$ cat src/hdl/midi1_event_to_ump_converter_macros.svh
// assertion macros used by the converter controller
`ifndef MIDI1_EVENT_TO_UMP_CONVERTER_MACROS_SVH
`define MIDI1_EVENT_TO_UMP_CONVERTER_MACROS_SVH

// same-cycle implication, sampled on clk, off during rst
`define M1U_ASSERT_SAME(label, cond, check, msg) \
  label: assert property (@(posedge clk) disable iff (rst) (cond) |-> (check)) \
    else $error(msg);

// next-cycle implication, sampled on clk, off during rst
`define M1U_ASSERT_NEXT(label, cond, check, msg) \
  label: assert property (@(posedge clk) disable iff (rst) (cond) |=> (check)) \
    else $error(msg);

`endif

$ cat src/hdl/m1u_pkg.sv
// shared types and constants of the midi 1.0 event to ump converter
package m1u_pkg;

  localparam int TickW     = 64;
  localparam int DeltaW    = 28;
  localparam int BpmW      = 42;
  localparam int DivisorW  = 24;
  localparam int DivBits   = BpmW;
  localparam int DivCntW   = $clog2(DivBits);
  localparam int NumKinds  = 4;

  localparam logic            OpEvent        = 1'b0;
  localparam logic            OpEnd          = 1'b1;
  localparam logic [6:0]      MetaTempo      = 7'h51;
  localparam logic [6:0]      MetaSignature  = 7'h58;
  localparam logic [7:0]      StatusMeta     = 8'hFF;
  localparam logic [7:0]      StatusSysex    = 8'hF0;
  localparam logic [7:0]      StatusSysexEnd = 8'hF7;
  localparam logic [3:0]      HiSystem       = 4'hF;
  localparam logic [3:0]      HiProgram      = 4'hC;
  localparam logic [3:0]      HiPressure     = 4'hD;
  localparam logic [3:0]      UmpTypeSystem  = 4'h1;
  localparam logic [3:0]      UmpTypeVoice   = 4'h2;
  localparam logic [3:0]      UmpGroup       = 4'h0;
  localparam logic [BpmW-1:0] DefaultBpm     = 42'd7864320;
  localparam logic [BpmW-1:0] TempoDividend  = 42'd3932160000000;
  localparam logic [7:0]      DefaultNum     = 8'd4;
  localparam logic [7:0]      DefaultDen     = 8'd4;
  localparam logic [7:0]      DefaultClocks  = 8'd24;
  localparam logic [7:0]      DefaultTsq     = 8'd8;
  localparam logic [7:0]      MaxDenExp      = 8'd7;
  localparam logic [2:0]      MinTempoLen    = 3'd3;
  localparam logic [2:0]      MinSigLen      = 3'd2;
  localparam logic [2:0]      ClocksLen      = 3'd3;
  localparam logic [2:0]      TsqLen         = 3'd4;

  typedef enum logic [1:0] {
    KIND_UMP   = 2'd0,
    KIND_TEMPO = 2'd1,
    KIND_SIG   = 2'd2,
    KIND_DONE  = 2'd3
  } kind_t;

  // one bit per result kind, indexed by kind value
  typedef logic [NumKinds-1:0] res_mask_t;

  typedef struct packed {
    logic  load;
    logic  div_step;
    logic  clear;
    kind_t kind;
  } cmd_t;

  typedef struct packed {
    res_mask_t mask;
    logic      need_div;
  } stat_t;

endpackage

$ cat src/hdl/m1u_ctrl.sv
// controller: accepts items, sequences the divider and the result transactions
`include "midi1_event_to_ump_converter_macros.svh"

module m1u_ctrl (
  input  logic           clk,
  input  logic           rst,
  input  logic           in_valid,
  output logic           in_ready,
  output logic           out_valid,
  input  logic           out_ready,
  output logic           last,
  input  m1u_pkg::stat_t stat,
  output m1u_pkg::cmd_t  cmd
);

  typedef enum logic [2:0] {
    S_IDLE = 3'b001,
    S_DIV  = 3'b010,
    S_OUT  = 3'b100
  } state_t;

  state_t                         state, state_next;
  m1u_pkg::res_mask_t             pending, pending_next;
  logic [m1u_pkg::DivCntW-1:0]    cnt, cnt_next;
  m1u_pkg::kind_t                 cur_kind;
  m1u_pkg::res_mask_t             kind_bit;
  logic                           accept;
  logic                           pop;

  always_comb begin
    if (pending[m1u_pkg::KIND_UMP]) begin
      cur_kind = m1u_pkg::KIND_UMP;
    end else if (pending[m1u_pkg::KIND_TEMPO]) begin
      cur_kind = m1u_pkg::KIND_TEMPO;
    end else if (pending[m1u_pkg::KIND_SIG]) begin
      cur_kind = m1u_pkg::KIND_SIG;
    end else begin
      cur_kind = m1u_pkg::KIND_DONE;
    end
  end

  assign kind_bit  = m1u_pkg::res_mask_t'(1) << cur_kind;
  assign in_ready  = (state == S_IDLE);
  assign out_valid = (state == S_OUT);
  assign last      = $onehot(pending);
  assign accept    = in_valid && in_ready;
  assign pop       = out_valid && out_ready;

  assign cmd.load     = accept;
  assign cmd.div_step = (state == S_DIV);
  assign cmd.clear    = pop && (cur_kind == m1u_pkg::KIND_DONE);
  assign cmd.kind     = cur_kind;

  always_comb begin
    state_next   = state;
    pending_next = pending;
    cnt_next     = cnt;
    unique case (state)
      S_IDLE: begin
        if (accept) begin
          pending_next = stat.mask;
          cnt_next     = m1u_pkg::DivCntW'(m1u_pkg::DivBits - 1);
          if (stat.need_div) begin
            state_next = S_DIV;
          end else if (stat.mask != '0) begin
            state_next = S_OUT;
          end
        end
      end
      S_DIV: begin
        cnt_next = cnt - 1'b1;
        if (cnt == '0) begin
          state_next = S_OUT;
        end
      end
      S_OUT: begin
        if (pop) begin
          pending_next = pending & ~kind_bit;
          if (last) begin
            state_next = S_IDLE;
          end
        end
      end
      default: begin
        state_next = S_IDLE;
      end
    endcase
  end

  always_ff @(posedge clk) begin
    if (rst) begin
      state   <= S_IDLE;
      pending <= '0;
      cnt     <= '0;
    end else begin
      state   <= state_next;
      pending <= pending_next;
      cnt     <= cnt_next;
    end
  end

  `M1U_ASSERT_SAME(a_out_has_work, state == S_OUT, pending != '0, "result shown with nothing pending")
  `M1U_ASSERT_SAME(a_done_is_last, out_valid && cur_kind == m1u_pkg::KIND_DONE, last, "done marker not last")
  `M1U_ASSERT_NEXT(a_last_frees, out_valid && out_ready && last, state == S_IDLE, "no return to idle after last")
  `M1U_ASSERT_NEXT(a_div_ends, state == S_DIV && cnt == '0, state == S_OUT, "divider did not hand over")

endmodule

$ cat src/hdl/m1u_datapath.sv
// datapath: tick counter, item latch, tempo divider and result field formatting
module m1u_datapath (
  input  logic                          clk,
  input  logic                          rst,
  input  logic                          cfg_valid,
  input  logic                          capture_meta,
  input  logic                          opcode,
  input  logic [m1u_pkg::DeltaW-1:0]    delta_time,
  input  logic [7:0]                    status,
  input  logic [6:0]                    data_first,
  input  logic [6:0]                    data_second,
  input  logic [6:0]                    meta_kind,
  input  logic [2:0]                    meta_length,
  input  logic [7:0]                    meta_byte0,
  input  logic [7:0]                    meta_byte1,
  input  logic [7:0]                    meta_byte2,
  input  logic [7:0]                    meta_byte3,
  input  m1u_pkg::cmd_t                 cmd,
  output m1u_pkg::stat_t                stat,
  output logic [m1u_pkg::TickW-1:0]     tick_stamp,
  output logic [31:0]                   ump_word,
  output logic [m1u_pkg::BpmW-1:0]      tempo_bpm,
  output logic [7:0]                    sig_numerator,
  output logic [7:0]                    sig_denominator,
  output logic [7:0]                    clocks_per_click,
  output logic [7:0]                    thirty_seconds_per_quarter
);

  logic                             capture;
  logic [m1u_pkg::TickW-1:0]        tick_count;
  logic                             tempo_seen;
  logic                             signature_seen;

  logic                             op_q;
  logic [7:0]                       status_q;
  logic [6:0]                       d1_q;
  logic [6:0]                       d2_q;
  logic [2:0]                       mlen_q;
  logic [7:0]                       b0_q;
  logic [7:0]                       b1_q;
  logic [7:0]                       b2_q;
  logic [7:0]                       b3_q;

  logic [m1u_pkg::BpmW-1:0]         quo;
  logic [m1u_pkg::DivisorW-1:0]     rem;
  logic [m1u_pkg::DivisorW:0]       trial;
  logic [m1u_pkg::DivisorW:0]       diff;
  logic                             fits;
  logic [m1u_pkg::DivisorW-1:0]     divisor;

  logic                             is_meta;
  logic                             is_tempo;
  logic                             is_sig;
  logic                             is_ump;
  m1u_pkg::res_mask_t               mask;

  logic [7:0]                       den_exp;
  logic [7:0]                       low_byte;
  logic [3:0]                       ump_type;
  logic [31:0]                      word;

  // classify the offered item
  always_comb begin
    is_meta  = (status == m1u_pkg::StatusMeta);
    is_tempo = is_meta && capture && (meta_kind == m1u_pkg::MetaTempo)
               && (meta_length >= m1u_pkg::MinTempoLen);
    is_sig   = is_meta && capture && !is_tempo && (meta_kind == m1u_pkg::MetaSignature)
               && (meta_length >= m1u_pkg::MinSigLen);
    is_ump   = !is_meta && status[7] && (status != m1u_pkg::StatusSysex)
               && (status != m1u_pkg::StatusSysexEnd);
    mask = '0;
    if (opcode) begin
      mask[m1u_pkg::KIND_TEMPO] = capture && !tempo_seen;
      mask[m1u_pkg::KIND_SIG]   = capture && !signature_seen;
      mask[m1u_pkg::KIND_DONE]  = 1'b1;
    end else begin
      mask[m1u_pkg::KIND_UMP]   = is_ump;
      mask[m1u_pkg::KIND_TEMPO] = is_tempo;
      mask[m1u_pkg::KIND_SIG]   = is_sig;
    end
    stat.mask     = mask;
    stat.need_div = !opcode && is_tempo;
  end

  // state registers
  always_ff @(posedge clk) begin
    if (rst) begin
      capture        <= 1'b1;
      tick_count     <= '0;
      tempo_seen     <= 1'b0;
      signature_seen <= 1'b0;
    end else begin
      if (cfg_valid) begin
        capture <= capture_meta;
      end
      if (cmd.clear) begin
        tick_count     <= '0;
        tempo_seen     <= 1'b0;
        signature_seen <= 1'b0;
      end else if (cmd.load && !opcode) begin
        tick_count <= tick_count + {{(m1u_pkg::TickW - m1u_pkg::DeltaW){1'b0}}, delta_time};
        if (is_tempo) begin
          tempo_seen <= 1'b1;
        end
        if (is_sig) begin
          signature_seen <= 1'b1;
        end
      end
    end
  end

  // item latch
  always_ff @(posedge clk) begin
    if (cmd.load) begin
      op_q     <= opcode;
      status_q <= status;
      d1_q     <= data_first;
      d2_q     <= data_second;
      mlen_q   <= meta_length;
      b0_q     <= meta_byte0;
      b1_q     <= meta_byte1;
      b2_q     <= meta_byte2;
      b3_q     <= meta_byte3;
    end
  end

  // restoring divider, one quotient bit per cycle
  assign divisor = {b0_q, b1_q, b2_q};
  assign trial   = {rem, quo[m1u_pkg::BpmW-1]};
  assign diff    = trial - {1'b0, divisor};
  assign fits    = (trial >= {1'b0, divisor});

  always_ff @(posedge clk) begin
    if (cmd.load) begin
      quo <= m1u_pkg::TempoDividend;
      rem <= '0;
    end else if (cmd.div_step) begin
      quo <= {quo[m1u_pkg::BpmW-2:0], fits};
      rem <= fits ? diff[m1u_pkg::DivisorW-1:0] : trial[m1u_pkg::DivisorW-1:0];
    end
  end

  // ump word
  always_comb begin
    if (status_q[7:4] == m1u_pkg::HiSystem) begin
      ump_type = m1u_pkg::UmpTypeSystem;
    end else begin
      ump_type = m1u_pkg::UmpTypeVoice;
    end
    if (status_q[7:4] == m1u_pkg::HiProgram || status_q[7:4] == m1u_pkg::HiPressure) begin
      low_byte = 8'h00;
    end else begin
      low_byte = {1'b0, d2_q};
    end
    word = {ump_type, m1u_pkg::UmpGroup, status_q, 1'b0, d1_q, low_byte};
  end

  assign den_exp = (b1_q > m1u_pkg::MaxDenExp) ? m1u_pkg::MaxDenExp : b1_q;

  // result fields
  always_comb begin
    tick_stamp                 = tick_count;
    ump_word                   = '0;
    tempo_bpm                  = '0;
    sig_numerator              = '0;
    sig_denominator            = '0;
    clocks_per_click           = '0;
    thirty_seconds_per_quarter = '0;
    case (cmd.kind)
      m1u_pkg::KIND_UMP: begin
        ump_word = word;
      end
      m1u_pkg::KIND_TEMPO: begin
        if (op_q) begin
          tick_stamp = '0;
          tempo_bpm  = m1u_pkg::DefaultBpm;
        end else if (divisor == '0) begin
          tempo_bpm = m1u_pkg::DefaultBpm;
        end else begin
          tempo_bpm = quo;
        end
      end
      m1u_pkg::KIND_SIG: begin
        if (op_q) begin
          tick_stamp                 = '0;
          sig_numerator              = m1u_pkg::DefaultNum;
          sig_denominator            = m1u_pkg::DefaultDen;
          clocks_per_click           = m1u_pkg::DefaultClocks;
          thirty_seconds_per_quarter = m1u_pkg::DefaultTsq;
        end else begin
          sig_numerator   = b0_q;
          sig_denominator = 8'd1 << den_exp[2:0];
          clocks_per_click = (mlen_q >= m1u_pkg::ClocksLen) ? b2_q : m1u_pkg::DefaultClocks;
          thirty_seconds_per_quarter = (mlen_q >= m1u_pkg::TsqLen) ? b3_q
                                                                  : m1u_pkg::DefaultTsq;
        end
      end
      default: begin
        tick_stamp = tick_count;
      end
    endcase
  end

endmodule

$ cat src/hdl/midi1_event_to_ump_converter.sv
// top level of the midi 1.0 event to ump converter
//
// Input channel (in_valid/in_ready) takes one decoded file event or an end item
// per transaction; output channel (out_valid/out_ready) gives zero to three
// result transactions per item, the final one flagged by last. The single
// register capture_meta is written through cfg_valid/cfg_ready, always ready.
// The user must change it only while the block is idle; it is not enforced.
// One item is handled at a time: in_ready is high only while idle.
// A channel or system message is offered as a result the cycle after accept.
// A tempo event runs the restoring divider, one quotient bit per cycle, and
// its result is offered once the divider finishes. An end item gives up to
// three results, one per cycle when the receiver is ready. An item without
// results leaves the block idle, so the input stays ready.
// When the receiver stalls, the result holds and no new item is taken.
// Synchronous reset clears the tick count, the seen flags and all control
// state, and sets capture_meta to 1; the controller returns to idle.
module midi1_event_to_ump_converter (
  input  logic                       clk,
  input  logic                       rst,
  input  logic                       cfg_valid,
  output logic                       cfg_ready,
  input  logic                       capture_meta,
  input  logic                       in_valid,
  output logic                       in_ready,
  input  logic                       opcode,
  input  logic [m1u_pkg::DeltaW-1:0] delta_time,
  input  logic [7:0]                 status,
  input  logic [6:0]                 data_first,
  input  logic [6:0]                 data_second,
  input  logic [6:0]                 meta_kind,
  input  logic [2:0]                 meta_length,
  input  logic [7:0]                 meta_byte0,
  input  logic [7:0]                 meta_byte1,
  input  logic [7:0]                 meta_byte2,
  input  logic [7:0]                 meta_byte3,
  output logic                       out_valid,
  input  logic                       out_ready,
  output logic [1:0]                 kind,
  output logic [m1u_pkg::TickW-1:0]  tick_stamp,
  output logic [31:0]                ump_word,
  output logic [m1u_pkg::BpmW-1:0]   tempo_bpm,
  output logic [7:0]                 sig_numerator,
  output logic [7:0]                 sig_denominator,
  output logic [7:0]                 clocks_per_click,
  output logic [7:0]                 thirty_seconds_per_quarter,
  output logic                       last
);

  m1u_pkg::cmd_t  cmd;
  m1u_pkg::stat_t stat;

  assign cfg_ready = 1'b1;
  assign kind      = cmd.kind;

  m1u_ctrl u_ctrl (
    .clk       (clk),
    .rst       (rst),
    .in_valid  (in_valid),
    .in_ready  (in_ready),
    .out_valid (out_valid),
    .out_ready (out_ready),
    .last      (last),
    .stat      (stat),
    .cmd       (cmd)
  );

  m1u_datapath u_datapath (
    .clk                        (clk),
    .rst                        (rst),
    .cfg_valid                  (cfg_valid),
    .capture_meta               (capture_meta),
    .opcode                     (opcode),
    .delta_time                 (delta_time),
    .status                     (status),
    .data_first                 (data_first),
    .data_second                (data_second),
    .meta_kind                  (meta_kind),
    .meta_length                (meta_length),
    .meta_byte0                 (meta_byte0),
    .meta_byte1                 (meta_byte1),
    .meta_byte2                 (meta_byte2),
    .meta_byte3                 (meta_byte3),
    .cmd                        (cmd),
    .stat                       (stat),
    .tick_stamp                 (tick_stamp),
    .ump_word                   (ump_word),
    .tempo_bpm                  (tempo_bpm),
    .sig_numerator              (sig_numerator),
    .sig_denominator            (sig_denominator),
    .clocks_per_click           (clocks_per_click),
    .thirty_seconds_per_quarter (thirty_seconds_per_quarter)
  );

endmodule
$ cat config.mk
export PLATFORM = sky130hd
export DESIGN_NAME = midi1_event_to_ump_converter
export DESIGN_NICKNAME = d
export VERILOG_FILES = /design/src/hdl/m1u_pkg.sv /design/src/hdl/m1u_ctrl.sv /design/src/hdl/m1u_datapath.sv /design/src/hdl/midi1_event_to_ump_converter.sv
export VERILOG_INCLUDE_DIRS = /design/src /design/src/hdl
export SDC_FILE = /design/constraint.sdc
export NUM_CORES = 1
export LEC_CHECK = 0
export BUFFER_PORTS_ARGS = -buffer_cell sky130_fd_sc_hd__buf_4
export CAP_MARGIN = 25
export CORE_ASPECT_RATIO = 1.1
export CORE_MARGIN = 2
export CORE_UTILIZATION = 49
export DETAILED_ROUTE_END_ITERATION = 16
export HOLD_SLACK_MARGIN = 0.15
export PLACE_DENSITY_LB_ADDON = 0.25
export SLEW_MARGIN = 20
export SYNTH_ARGS = -nofsm -noshare
export SYNTH_HDL_FRONTEND = slang
export SYNTH_SLANG_ARGS = --single-unit
$ cat constraint.sdc
create_clock -name clk -period 3.09 [get_ports clk]
set_input_delay 0.618 -clock clk [delete_from_list [all_inputs] [get_ports clk]]
set_output_delay 0.618 -clock clk [all_outputs]
set_load 0.05 [all_outputs]
# Word level (Yosys, flattened, before mapping)
# Index checks and enable logic that the tools add are counted.
# word_totals
romBits,0
n_memories,0
input_bits,99
output_inout_bits,176
latch_bits,0
wordCells,127
regBits,204
ram_bits,0
# classes
eq_ne,20
n_addsub,6
n_mul,0
n_shift,2
div,0
n_lt_le_gt_ge,6
bitwise_logic,2
muxes,38
reduce_logical,35
# op_table
operator,count
2-to-1 mux 64 bit,2
2-to-1 mux 42 bit,3
2-to-1 mux 8 bit,10
adder 64 x 28 -> 64 bit,1
2-to-1 mux 30 bit,1
greater-or-equal comparator 25 x 24 -> 1 bit,1
zero test 24 bit,1
2-to-1 mux 24 bit,1
subtractor 24 bit,1
2-to-1 mux 3 bit,7
logical AND 1 bit,16
inequality test 8 bit (second input constant),2
== test 7 bit (second input constant),2
== test 4 bit (second input constant),3
one-hot mux 6 bit (2 select lines),1
greater-or-equal comparator 3 x 2 -> 1 bit (second input constant),3
one-hot mux 3 bit (3 select lines),1
== test 8 bit (second input constant),1
> comparator 8 x 3 -> 1 bit (second input constant),1
2-to-1 mux 2 bit,4
2-to-1 mux 4 bit,2
one-hot mux 4 bit (2 select lines),1
<< shifter 1 x 3 -> 8 bit (first input constant),1
2-to-1 mux 7 bit,1
other kinds (27),42

# Logic depth before layout (Yosys ltp)
# Gate-level depths: netlist (run 1).
# logic_depth
ltp_word,14
mapped_depth,14
depth_no_buf,12

# Cells and area by module
# From an unflattened synthesis (run 1), not the netlist that was laid out.
# hier_totals
cells_unflattened,1420
area_unflattened_um2,12169.2
# by_module_without_submodules
mod,area_each_um2,cells_each,n_inst,seq_area_each_um2
m1u_datapath,11333.4,1322,1,4404.2
m1u_ctrl,824.5,96,1,260.2
midi1_event_to_ump_converter,11.3,2,1,0.0

# Worst setup path after synthesis (run 1)
# No wires, ideal clock.
# synth_path
path_type,register -> output
startpoint,reg u_ctrl.pending[1]
endpoint,out clocks_per_click[5]
n_path_buf,1
slack_ns,-0.226
path_stages_with_launch,7
arrival_time_ns,2.698
required_time_ns,2.472
cell_sequence,dfxtp_1 > inv_1 > ha_1 > ha_1 > nand2b_1 > clkbuf_1 > nor3_1
# synth_between
elab_chain_cells,4
# synth_rtl
element,line,text
"start, declared",m1u_ctrl.sv:23,"m1u_pkg::res_mask_t pending, pending_next;"
"start signal, assigned",m1u_ctrl.sv:97,pending <= pending_next;
2-to-1 mux 2 bit,m1u_ctrl.sv:33,end else if (pending[m1u_pkg::KIND_TEMPO]) begin
2-to-1 mux 2 bit,m1u_ctrl.sv:31,if (pending[m1u_pkg::KIND_UMP]) begin
named net kind[1],midi1_event_to_ump_converter.sv:38,"output logic [1:0] kind,"
== test 2 bit,m1u_datapath.sv:169,case (cmd.kind)
2-to-1 mux 8 bit,m1u_datapath.sv:169,
"end, declared",midi1_event_to_ump_converter.sv:44,"output logic [7:0] clocks_per_click,"
# The timed path passes the listed nets, and every way through them passes these cells.

# Worst setup path in the final report (run 1)
# layout_path
startpoint,reg u_datapath.b1_q[1]
endpoint,out tempo_bpm[34] (netlist bit)
# layout_between
elab_chain_cells,4
# layout_rtl
element,line,text
"start, declared",m1u_datapath.sv:40,logic [7:0] b1_q;
"start signal, assigned",m1u_datapath.sv:121,b1_q <= meta_byte1;
zero test 24 bit,m1u_datapath.sv:177,end else if (divisor == '0) begin
2-to-1 mux 42 bit,m1u_datapath.sv:177,
2-to-1 mux 42 bit,m1u_datapath.sv:174,if (op_q) begin
2-to-1 mux 42 bit,m1u_datapath.sv:169,
"end, declared",midi1_event_to_ump_converter.sv:41,"output logic [m1u_pkg::BpmW-1:0] tempo_bpm,"
# No other way between the ends.

==> results of run 1 <==
[final cells by class]
class	count	area [sq um]
Sequential cell	204	4660
Clock inverter	13	58.8
Timing Repair Buffer	325	2650
Inverter	54	203
Multi-Input combinational cell	1071	6730
Clock buffer	29	639
Fill cell	2006	8220
Tap cell	305	382
[layer usage]
layer,up-vias,track usage,share of wire
met4,0,0.0650,0.019
met5,-,0,0
met3,43,0.0448,0.067
met1,5129,0.326,0.42
met2,312,0.449,0.50
li1,5427,-,-
[stage by stage]
stage               utilization  std cells
floorplan                     -       1396
global placement          0.605       1953
detailed placement        0.605       1953
CTS                       0.637       1997
global route              0.651       2001
finish                    0.651       2001
[power by group]
part           switching [uW]  internal, uW  total [uW]
registers                96.9          2930        3030
clock network            1100          1460        2560
logic                    1180           665        1840
[worst paths after layout]
path                                            endpoint  slack (ns)  cells after the start
setup / recovery                           tempo_bpm[34]        0.11                      9
hold / removal              u_datapath.d1_q[1]$_DFFE_PP_        0.27                      1
setup reg to reg  u_datapath.tick_count[59]$_SDFFE_PP0P_        0.16                     10
hold reg to reg           u_datapath.quo[3]$_SDFFE_PP0P_        0.45                      2
[sequential cells by signal (all words and copies together) (netlist names), 7 cells and up]
name and flops:
u_datapath.rem 24, u_datapath.b1_q 8, u_datapath.b2_q 8, u_datapath.d1_q 7, u_datapath.b0_q 8, u_datapath.d2_q 7, u_datapath.status_q 8, u_datapath.b3_q 8
u_datapath.quo 42, u_datapath.tick_count 64
[cells in the mapped netlist (all sizes together), types with 6 or more instances]
| cell | instances |
|---|---|
| or4 | 7 |
| and3 | 21 |
| a211o | 6 |
| and2 | 124 |
| or3 | 11 |
| nand2 | 198 |
| a211oi | 13 |
| edfxtp | 58 |
| a31oi | 19 |
| ha | 62 |
| o21ai | 67 |
| xor2 | 29 |
| inv | 53 |
| nand2b | 8 |
| xnor2 | 33 |
| o21a | 10 |
| nor2b | 7 |
| o211ai | 13 |
| nor3 | 28 |
| clkbuf | 44 |
| mux2i | 15 |
| nor2 | 117 |
| o2111ai | 6 |
| nand4 | 12 |
| a21oi | 85 |
| o21bai | 7 |
| a21o | 22 |
| buf | 25 |
| nor4 | 10 |
| dfxtp | 146 |
| nand3 | 71 |
[repair_timing]
item	CTS	global route
gates cloned	1	2
setup endpoints to repair	51	112
pin swaps	2	15
hold buffers	0	0
resized for setup	10	79
buffers inserted	1	2
[critical path, cell delays in order (launching register included)]
cell and delay [ns]:
edfxtp_1 0.41, inv_1 0.08, buf_4 0.15, nand4_1 0.09
nor3_1 0.06, a31o_2 0.25, buf_12 0.14, nor2_4 0.31
and2_1 0.20, buf_6 0.16
[cells by family after synthesis]
family | Yosys count
and+or+nand+nor | 631
AOI/OAI and AO/OA | 286
DFF | 204
buffers and inverters | 123
adders and majority gates | 65
xor gates and xnor gates | 62
muxes | 16
other | 2
==> flow_metrics.py, run 1 <==
metrics = {
    "global_routing": {
        "antenna_found_initial": 0,
        "grt_pass1_wl_mm": 52.6,
        "grt_overflow": 0,
        "grt_usage": 0.257,
        "grt_max_degree": 59,
        "grt_pass1_vias": 10400,
    },
    "worst_setup_path": {
        "startpoint_type": "flip-flop",
        "critPathKind": "reg2out",
        "reg2reg_from": "u_datapath.tick_count[1]$_SDFFE_PP0P_",
        "path_max_fanout": 18,
        "endpoint_kind": "output port",
        "worstPathArrival_ns": 2.36,
        "crit_required_ns": 2.47,
        "critical_path.startpoint": "u_datapath.b1_q[1]$_DFFE_PP_",
    },
    "route": {
        "num_vias": 10900,
        "post_drt_wl_per_cell_um": 16.7,
        "via_per_inst": 5.45,
        "routed_wl_mm": 33.4,
        "ant_nets": 0,
        "drt_iter0_markers": 684,
        "first_pass_iters": 5,
        "drc": 0,
    },
    "die": {
        "die_area_sq_um": 25100,
        "die-width_um": 151,
        "start_util": 0.497,
        "die_h_um": 166,
        "ios": 275,
        "num_rows": 59,
        "core_sq_um": 23500,
    },
    "min_path": {
        "hold_path_class": "in2reg",
        "worstHoldStart": "data_first[1]",
    },
    "power": {
        "ir_drop_v": 0.000311,
        "p_total_uw": 7430,
        "p_leak_uw": 0.00684,
        "p_per_area_nw_per_um2": 485,
    },
    "cells_and_area": {
        "final_cell_mix": "buf_4, nand2_1, dfxtp_1, nor2_1, and2_1",
        "fin_nets": 1843,
        "drive_gt1_frac": 0.256,
        "final_common_cell": "buf_4",
        "diodes": 0,
        "syn2layout_area_growth_pct": 31.1,
        "fin_area_sq_um": 15300,
    },
    "yosys": {
        "syn-cell-area_sq_um": 11700,
        "synth-edff-count": 58,
        "synth_flop_cell": "dfxtp_1",
        "yosysWarnings": 0,
        "synth_area_leaders": "dfxtp_1, edfxtp_1, and2_1",
        "yosysTopAreaCell": "dfxtp_1",
        "synthSimpleGateAreaFrac": 0.264,
        "avgSynthCellArea_sq_um": 8.42,
        "synthArstFlopShare": 0,
        "synth_top_family_by_area": "simple AND/OR/NAND/NOR gates",
        "post_synth_num_cell_types": 75,
        "synth_mux_area_frac": 0.0138,
        "synth_seq_area_share": 0.399,
        "synth_fa_ha_area_frac": 0.0715,
        "synth-xor-area-share": 0.0464,
        "synth_compound_area_frac": 0.161,
        "synth_cells": 1389,
        "ys_ff_latch": 204,
        "synth_top_area_frac": 0.250,
    },
    "sta": {
        "setup-tns-final_ns": 0,
        "tightestPinTransition_ns": 0.813,
        "period_share": 0.963,
        "finalHoldViolCount": 0,
        "slew_headroom": 0.455,
        "finalClockSkew_ns": 0.0247,
        "holdWs_ns": 0.274,
        "max_freq_mhz": 336,
        "rsz0062_at_grt": "true",
        "fin_crit_ns": 2.98,
        "timing.final.ws_setup_ns": 0.113,
        "report.final.setup_viol": 0,
        "drv_slew": 0,
    },
    "placed_design": {
        "placed_area_sq_um": 14200,
        "port_buffers": 265,
        "gp_congestion": 0.953,
        "preCtsSetupSlack_ns": -0.186,
        "dp.final_hpwl_mm": 24.3,
    },
    "clock_tree": {
        "cts_root_buffer": "clkbuf_16",
        "cts_buffers": 23,
        "htreeDepth": 1,
        "clock-sinks": 204,
        "clockBufferDepth": 3,
        "clk_latency_ns": 0.52,
        "clkTransAtPathRegs_ns": 0.06,
        "cts_tree": "yes",
    },
    "run": {
        "max-cap-violations": 0,
    },
    "outcome": {
        "status": "finished clean",
    },
}
(Power assumes the default switching activity.)
==> run 2, diff against run 1 <==
--- a/config.mk
+++ b/config.mk
@@ -10,11 +10,12 @@
 export CAP_MARGIN = 25
 export CORE_ASPECT_RATIO = 1.1
 export CORE_MARGIN = 2
-export CORE_UTILIZATION = 49
+export CORE_UTILIZATION = 50
 export DETAILED_ROUTE_END_ITERATION = 16
 export HOLD_SLACK_MARGIN = 0.15
 export PLACE_DENSITY_LB_ADDON = 0.25
 export SLEW_MARGIN = 20
 export SYNTH_ARGS = -nofsm -noshare
 export SYNTH_HDL_FRONTEND = slang
+export SYNTH_HIERARCHICAL = 1
 export SYNTH_SLANG_ARGS = --single-unit
==> flow_metrics.py, run 2 <==
metrics = {
    "outcome": {
        "status": "complete, but fails checks",
        "violations": "setup timing",
    },
    "placed_design": {
        "place_inst": 2017,
        "gp_congestion": 0.990,
        "dp.final_hpwl_mm": 27.0,
        "placed_area_sq_um": 15000,
        "port_buffers": 265,
    },
    "sta": {
        "holdWs_ns": 0.264,
        "period_share": 1.01,
        "report.final.setup_viol": 26,
        "finalHoldViolCount": 0,
        "drv_slew": 0,
        "max_freq_mhz": 319,
        "fin_crit_ns": 3.13,
        "rsz0062_at_grt": "true",
        "finalClockSkew_ns": 0.0178,
        "tightestPinTransition_ns": 0.871,
        "timing.final.ws_setup_ns": -0.0440,
        "slew_headroom": 0.419,
    },
    "worst_setup_path": {
        "path_max_fanout": 9,
        "r2r-end": "u_datapath/rem[11]$_SDFFE_PP0P_",
        "path_cells": "buf_6, or4_4, nor4_2, a21o_1, nor2_4, clkbuf_16, and2_1, buf_6",
        "slowest_stage": "or4_4",
        "endpoint_kind": "output port",
        "rrSetupSlack_ns": 0.17,
        "r2r_cells": 10,
        "cpPeakStageDelay_ns": 0.48,
        "crit_required_ns": 2.47,
        "worstPathArrival_ns": 2.52,
        "critPathKind": "reg2out",
        "crit_top_cell": "buf_6",
        "reg2reg_from": "u_datapath/b2_q[7]$_DFFE_PP_",
        "startpoint_type": "flip-flop",
    },
    "min_path": {
        "worstHoldStart": "meta_byte0[2]",
        "holdPathStages": 1,
        "hold_path_class": "in2reg",
        "hold_end": "u_datapath/b0_q[2]$_DFFE_PP_",
    },
    "yosys": {
        "synth_cells": 1420,
        "synth_commonest_cells": "dfxtp_1, nand2_1, and2_1",
        "post_synth_num_cell_types": 78,
        "synth_area_leaders": "dfxtp_1, edfxtp_1, and2_1",
        "synthMostInstantiatedCell": "dfxtp_1",
        "ys_ff_latch": 204,
        "synth_seq_area_share": 0.383,
        "synth_top_area_frac": 0.240,
        "synthArstFlopShare": 0,
        "syn-cell-area_sq_um": 12200,
        "yosysTopAreaCell": "dfxtp_1",
        "yosysWarnings": 6,
        "synth-edff-count": 58,
        "synth_flop_cell": "dfxtp_1",
        "avgSynthCellArea_sq_um": 8.57,
    },
    "cells_and_area": {
        "largest-register": "u_datapath/tick_count",
        "reg.largest.list": "u_datapath/tick_count (64), u_datapath/quo (42), u_datapath/rem (24)",
        "final_cell_mix": "buf_4, dfxtp_1, nand2_1, nor2_1, and2_1",
        "fill_cells": 1915,
        "largest_register_ffs": 64,
        "diodes": 0,
        "final_common_cell": "buf_4",
        "post-route-util": 0.687,
        "instances_no_fill": 2075,
        "fin_area_sq_um": 16300,
        "syn2layout_area_growth_pct": 34.2,
        "drive_gt1_frac": 0.280,
        "fin_nets": 1915,
    },
    "global_routing": {
        "grt_pass1_wl_mm": 59.1,
        "grt_pass1_vias": 11600,
        "grt_max_degree": 75,
        "antenna_found_initial": 0,
        "grt_usage": 0.278,
        "grt_overflow": 0,
    },
    "power": {
        "p_leak_uw": 0.00691,
        "ir_drop_v": 0.000309,
        "p_per_area_nw_per_um2": 474,
    },
    "route": {
        "post_drt_wl_per_cell_um": 17.8,
        "drc": 0,
        "first_pass_iters": 5,
        "routed_wl_mm": 36.9,
        "via_per_inst": 5.67,
        "ant_nets": 0,
        "num_vias": 11800,
        "drt_iter0_markers": 674,
    },
    "clock_tree": {
        "cts_hold_repair.buffers": 0,
        "cts_root_buffer": "clkbuf_16",
        "clkTransAtPathRegs_ns": 0.06,
        "cts_buffers": 24,
        "htreeDepth": 1,
        "clk_latency_ns": 0.53,
        "clock-sinks": 204,
        "clockBufferDepth": 3,
        "cts_tree": "yes",
    },
    "die": {
        "die-width_um": 153,
        "ios": 275,
        "start_util": 0.512,
        "die_h_um": 168,
        "die_area_sq_um": 25600,
        "core_sq_um": 23800,
        "num_rows": 59,
    },
    "run": {
        "max-cap-violations": 0,
    },
}
==> run 2: cell types whose count changed after synthesis, moves of 15 or more <==
cell | previous run | this run
or3_1 | 7 | 22
o21ai_0 | 64 | 44
mux2i_1 | 15 | 48
nand3_1 | 71 | 37
nand2_1 | 198 | 140
nor2_1 | 117 | 134
a311oi_1 | 1 | 18
==> run 2: worst max-delay path, delay by kind of cell, from the launching register on <==
family / cells / cell delay [ns]
AND/OR/NAND/NOR: 4 / 0.88
flip-flops: 1 / 0.40
buffers and inverters: 3 / 0.47
AO/OA/AOI/OAI: 1 / 0.24
==> run 2: what timing repair did <==
item | in CTS | in global routing
setup buffers | 5 | 5
setup endpoints to repair | 109 | 131
pin swaps | 4 | 4
cloned | 4 | 1
endpoints found under the hold margin | 0 | 0
resized for setup | 90 | 21
==> run 2: power breakdown <==
part	internal (uW)	switching [uW]
logic	708	1140
clock network	1670	1200
registers	2910	111
total	5280	2450
==> run 2: area by class of cell <==
type	count	area, sq um	share of cell area
Multi-Input combinational cell	1088	7180	0.439
Tap cell	305	382	0.0234
Sequential cell	204	4680	0.286
Clock inverter	12	124	0.00758
Inverter	61	239	0.0146
Clock buffer	32	683	0.0418
Timing Repair Buffer	373	3050	0.187
==> run 2: metrics by stage <==
step / setup WS (ns) / setup TNS, ns / total power [uW]
floorplan: -0.347 / -14.96 / 4170
global placement: -0.128 / -0.321 / 4770
detailed placement: -0.169 / -0.733 / 4800
CTS: -0.0479 / -1.15 / 7760
global route: -0.227 / -8.27 / 8060
finish: -0.0440 / -0.589 / 7740
==> run 2: per-layer routing <==
metal / vias up / GRT usage / routed length [um]
met1: 5518 / 0.338 / 14700
met2: 456 / 0.507 / 18600
met5: - / 0 / 0
met3: 82 / 0.0455 / 2520
met4: 0 / 0.0829 / 1090
li1: 5706 / - / -
==> run 2: cell families after synthesis <==
family / after synthesis / synth area share
AND/OR/NAND/NOR: 612 / 0.259
AO/OA/AOI/OAI: 300 / 0.162
flip-flops: 204 / 0.383
buffers and inverters: 135 / 0.0483
adder cells (fa/ha/maj): 64 / 0.0677
XOR/XNOR: 54 / 0.0389
multiplexers: 49 / 0.0404
other: 2 / 0.000617
==> run 2: how the worst max path moves through the flow <==
| stage | endpoint | cells after the start | from | slack [ns] |
|---|---|---|---|---|
| floorplan | sig_denominator[1] | 6 | u_ctrl/pending[0]$_SDFFE_PP0P_ | -0.35 |
| global placement | u_datapath/tick_count[52]$_SDFFE_PP0P_ | 12 | delta_time[0] | -0.13 |
| detailed placement | u_datapath/tick_count[56]$_SDFFE_PP0P_ | 12 | delta_time[0] | -0.17 |
| CTS | tempo_bpm[28] | 7 | u_datapath/b1_q[1]$_DFFE_PP_ | -0.05 |
| global route | tempo_bpm[7] | 8 | u_datapath/b0_q[5]$_DFFE_PP_ | -0.23 |
| finish | tempo_bpm[3] | 8 | u_datapath/b1_q[2]$_DFFE_PP_ | -0.04 |
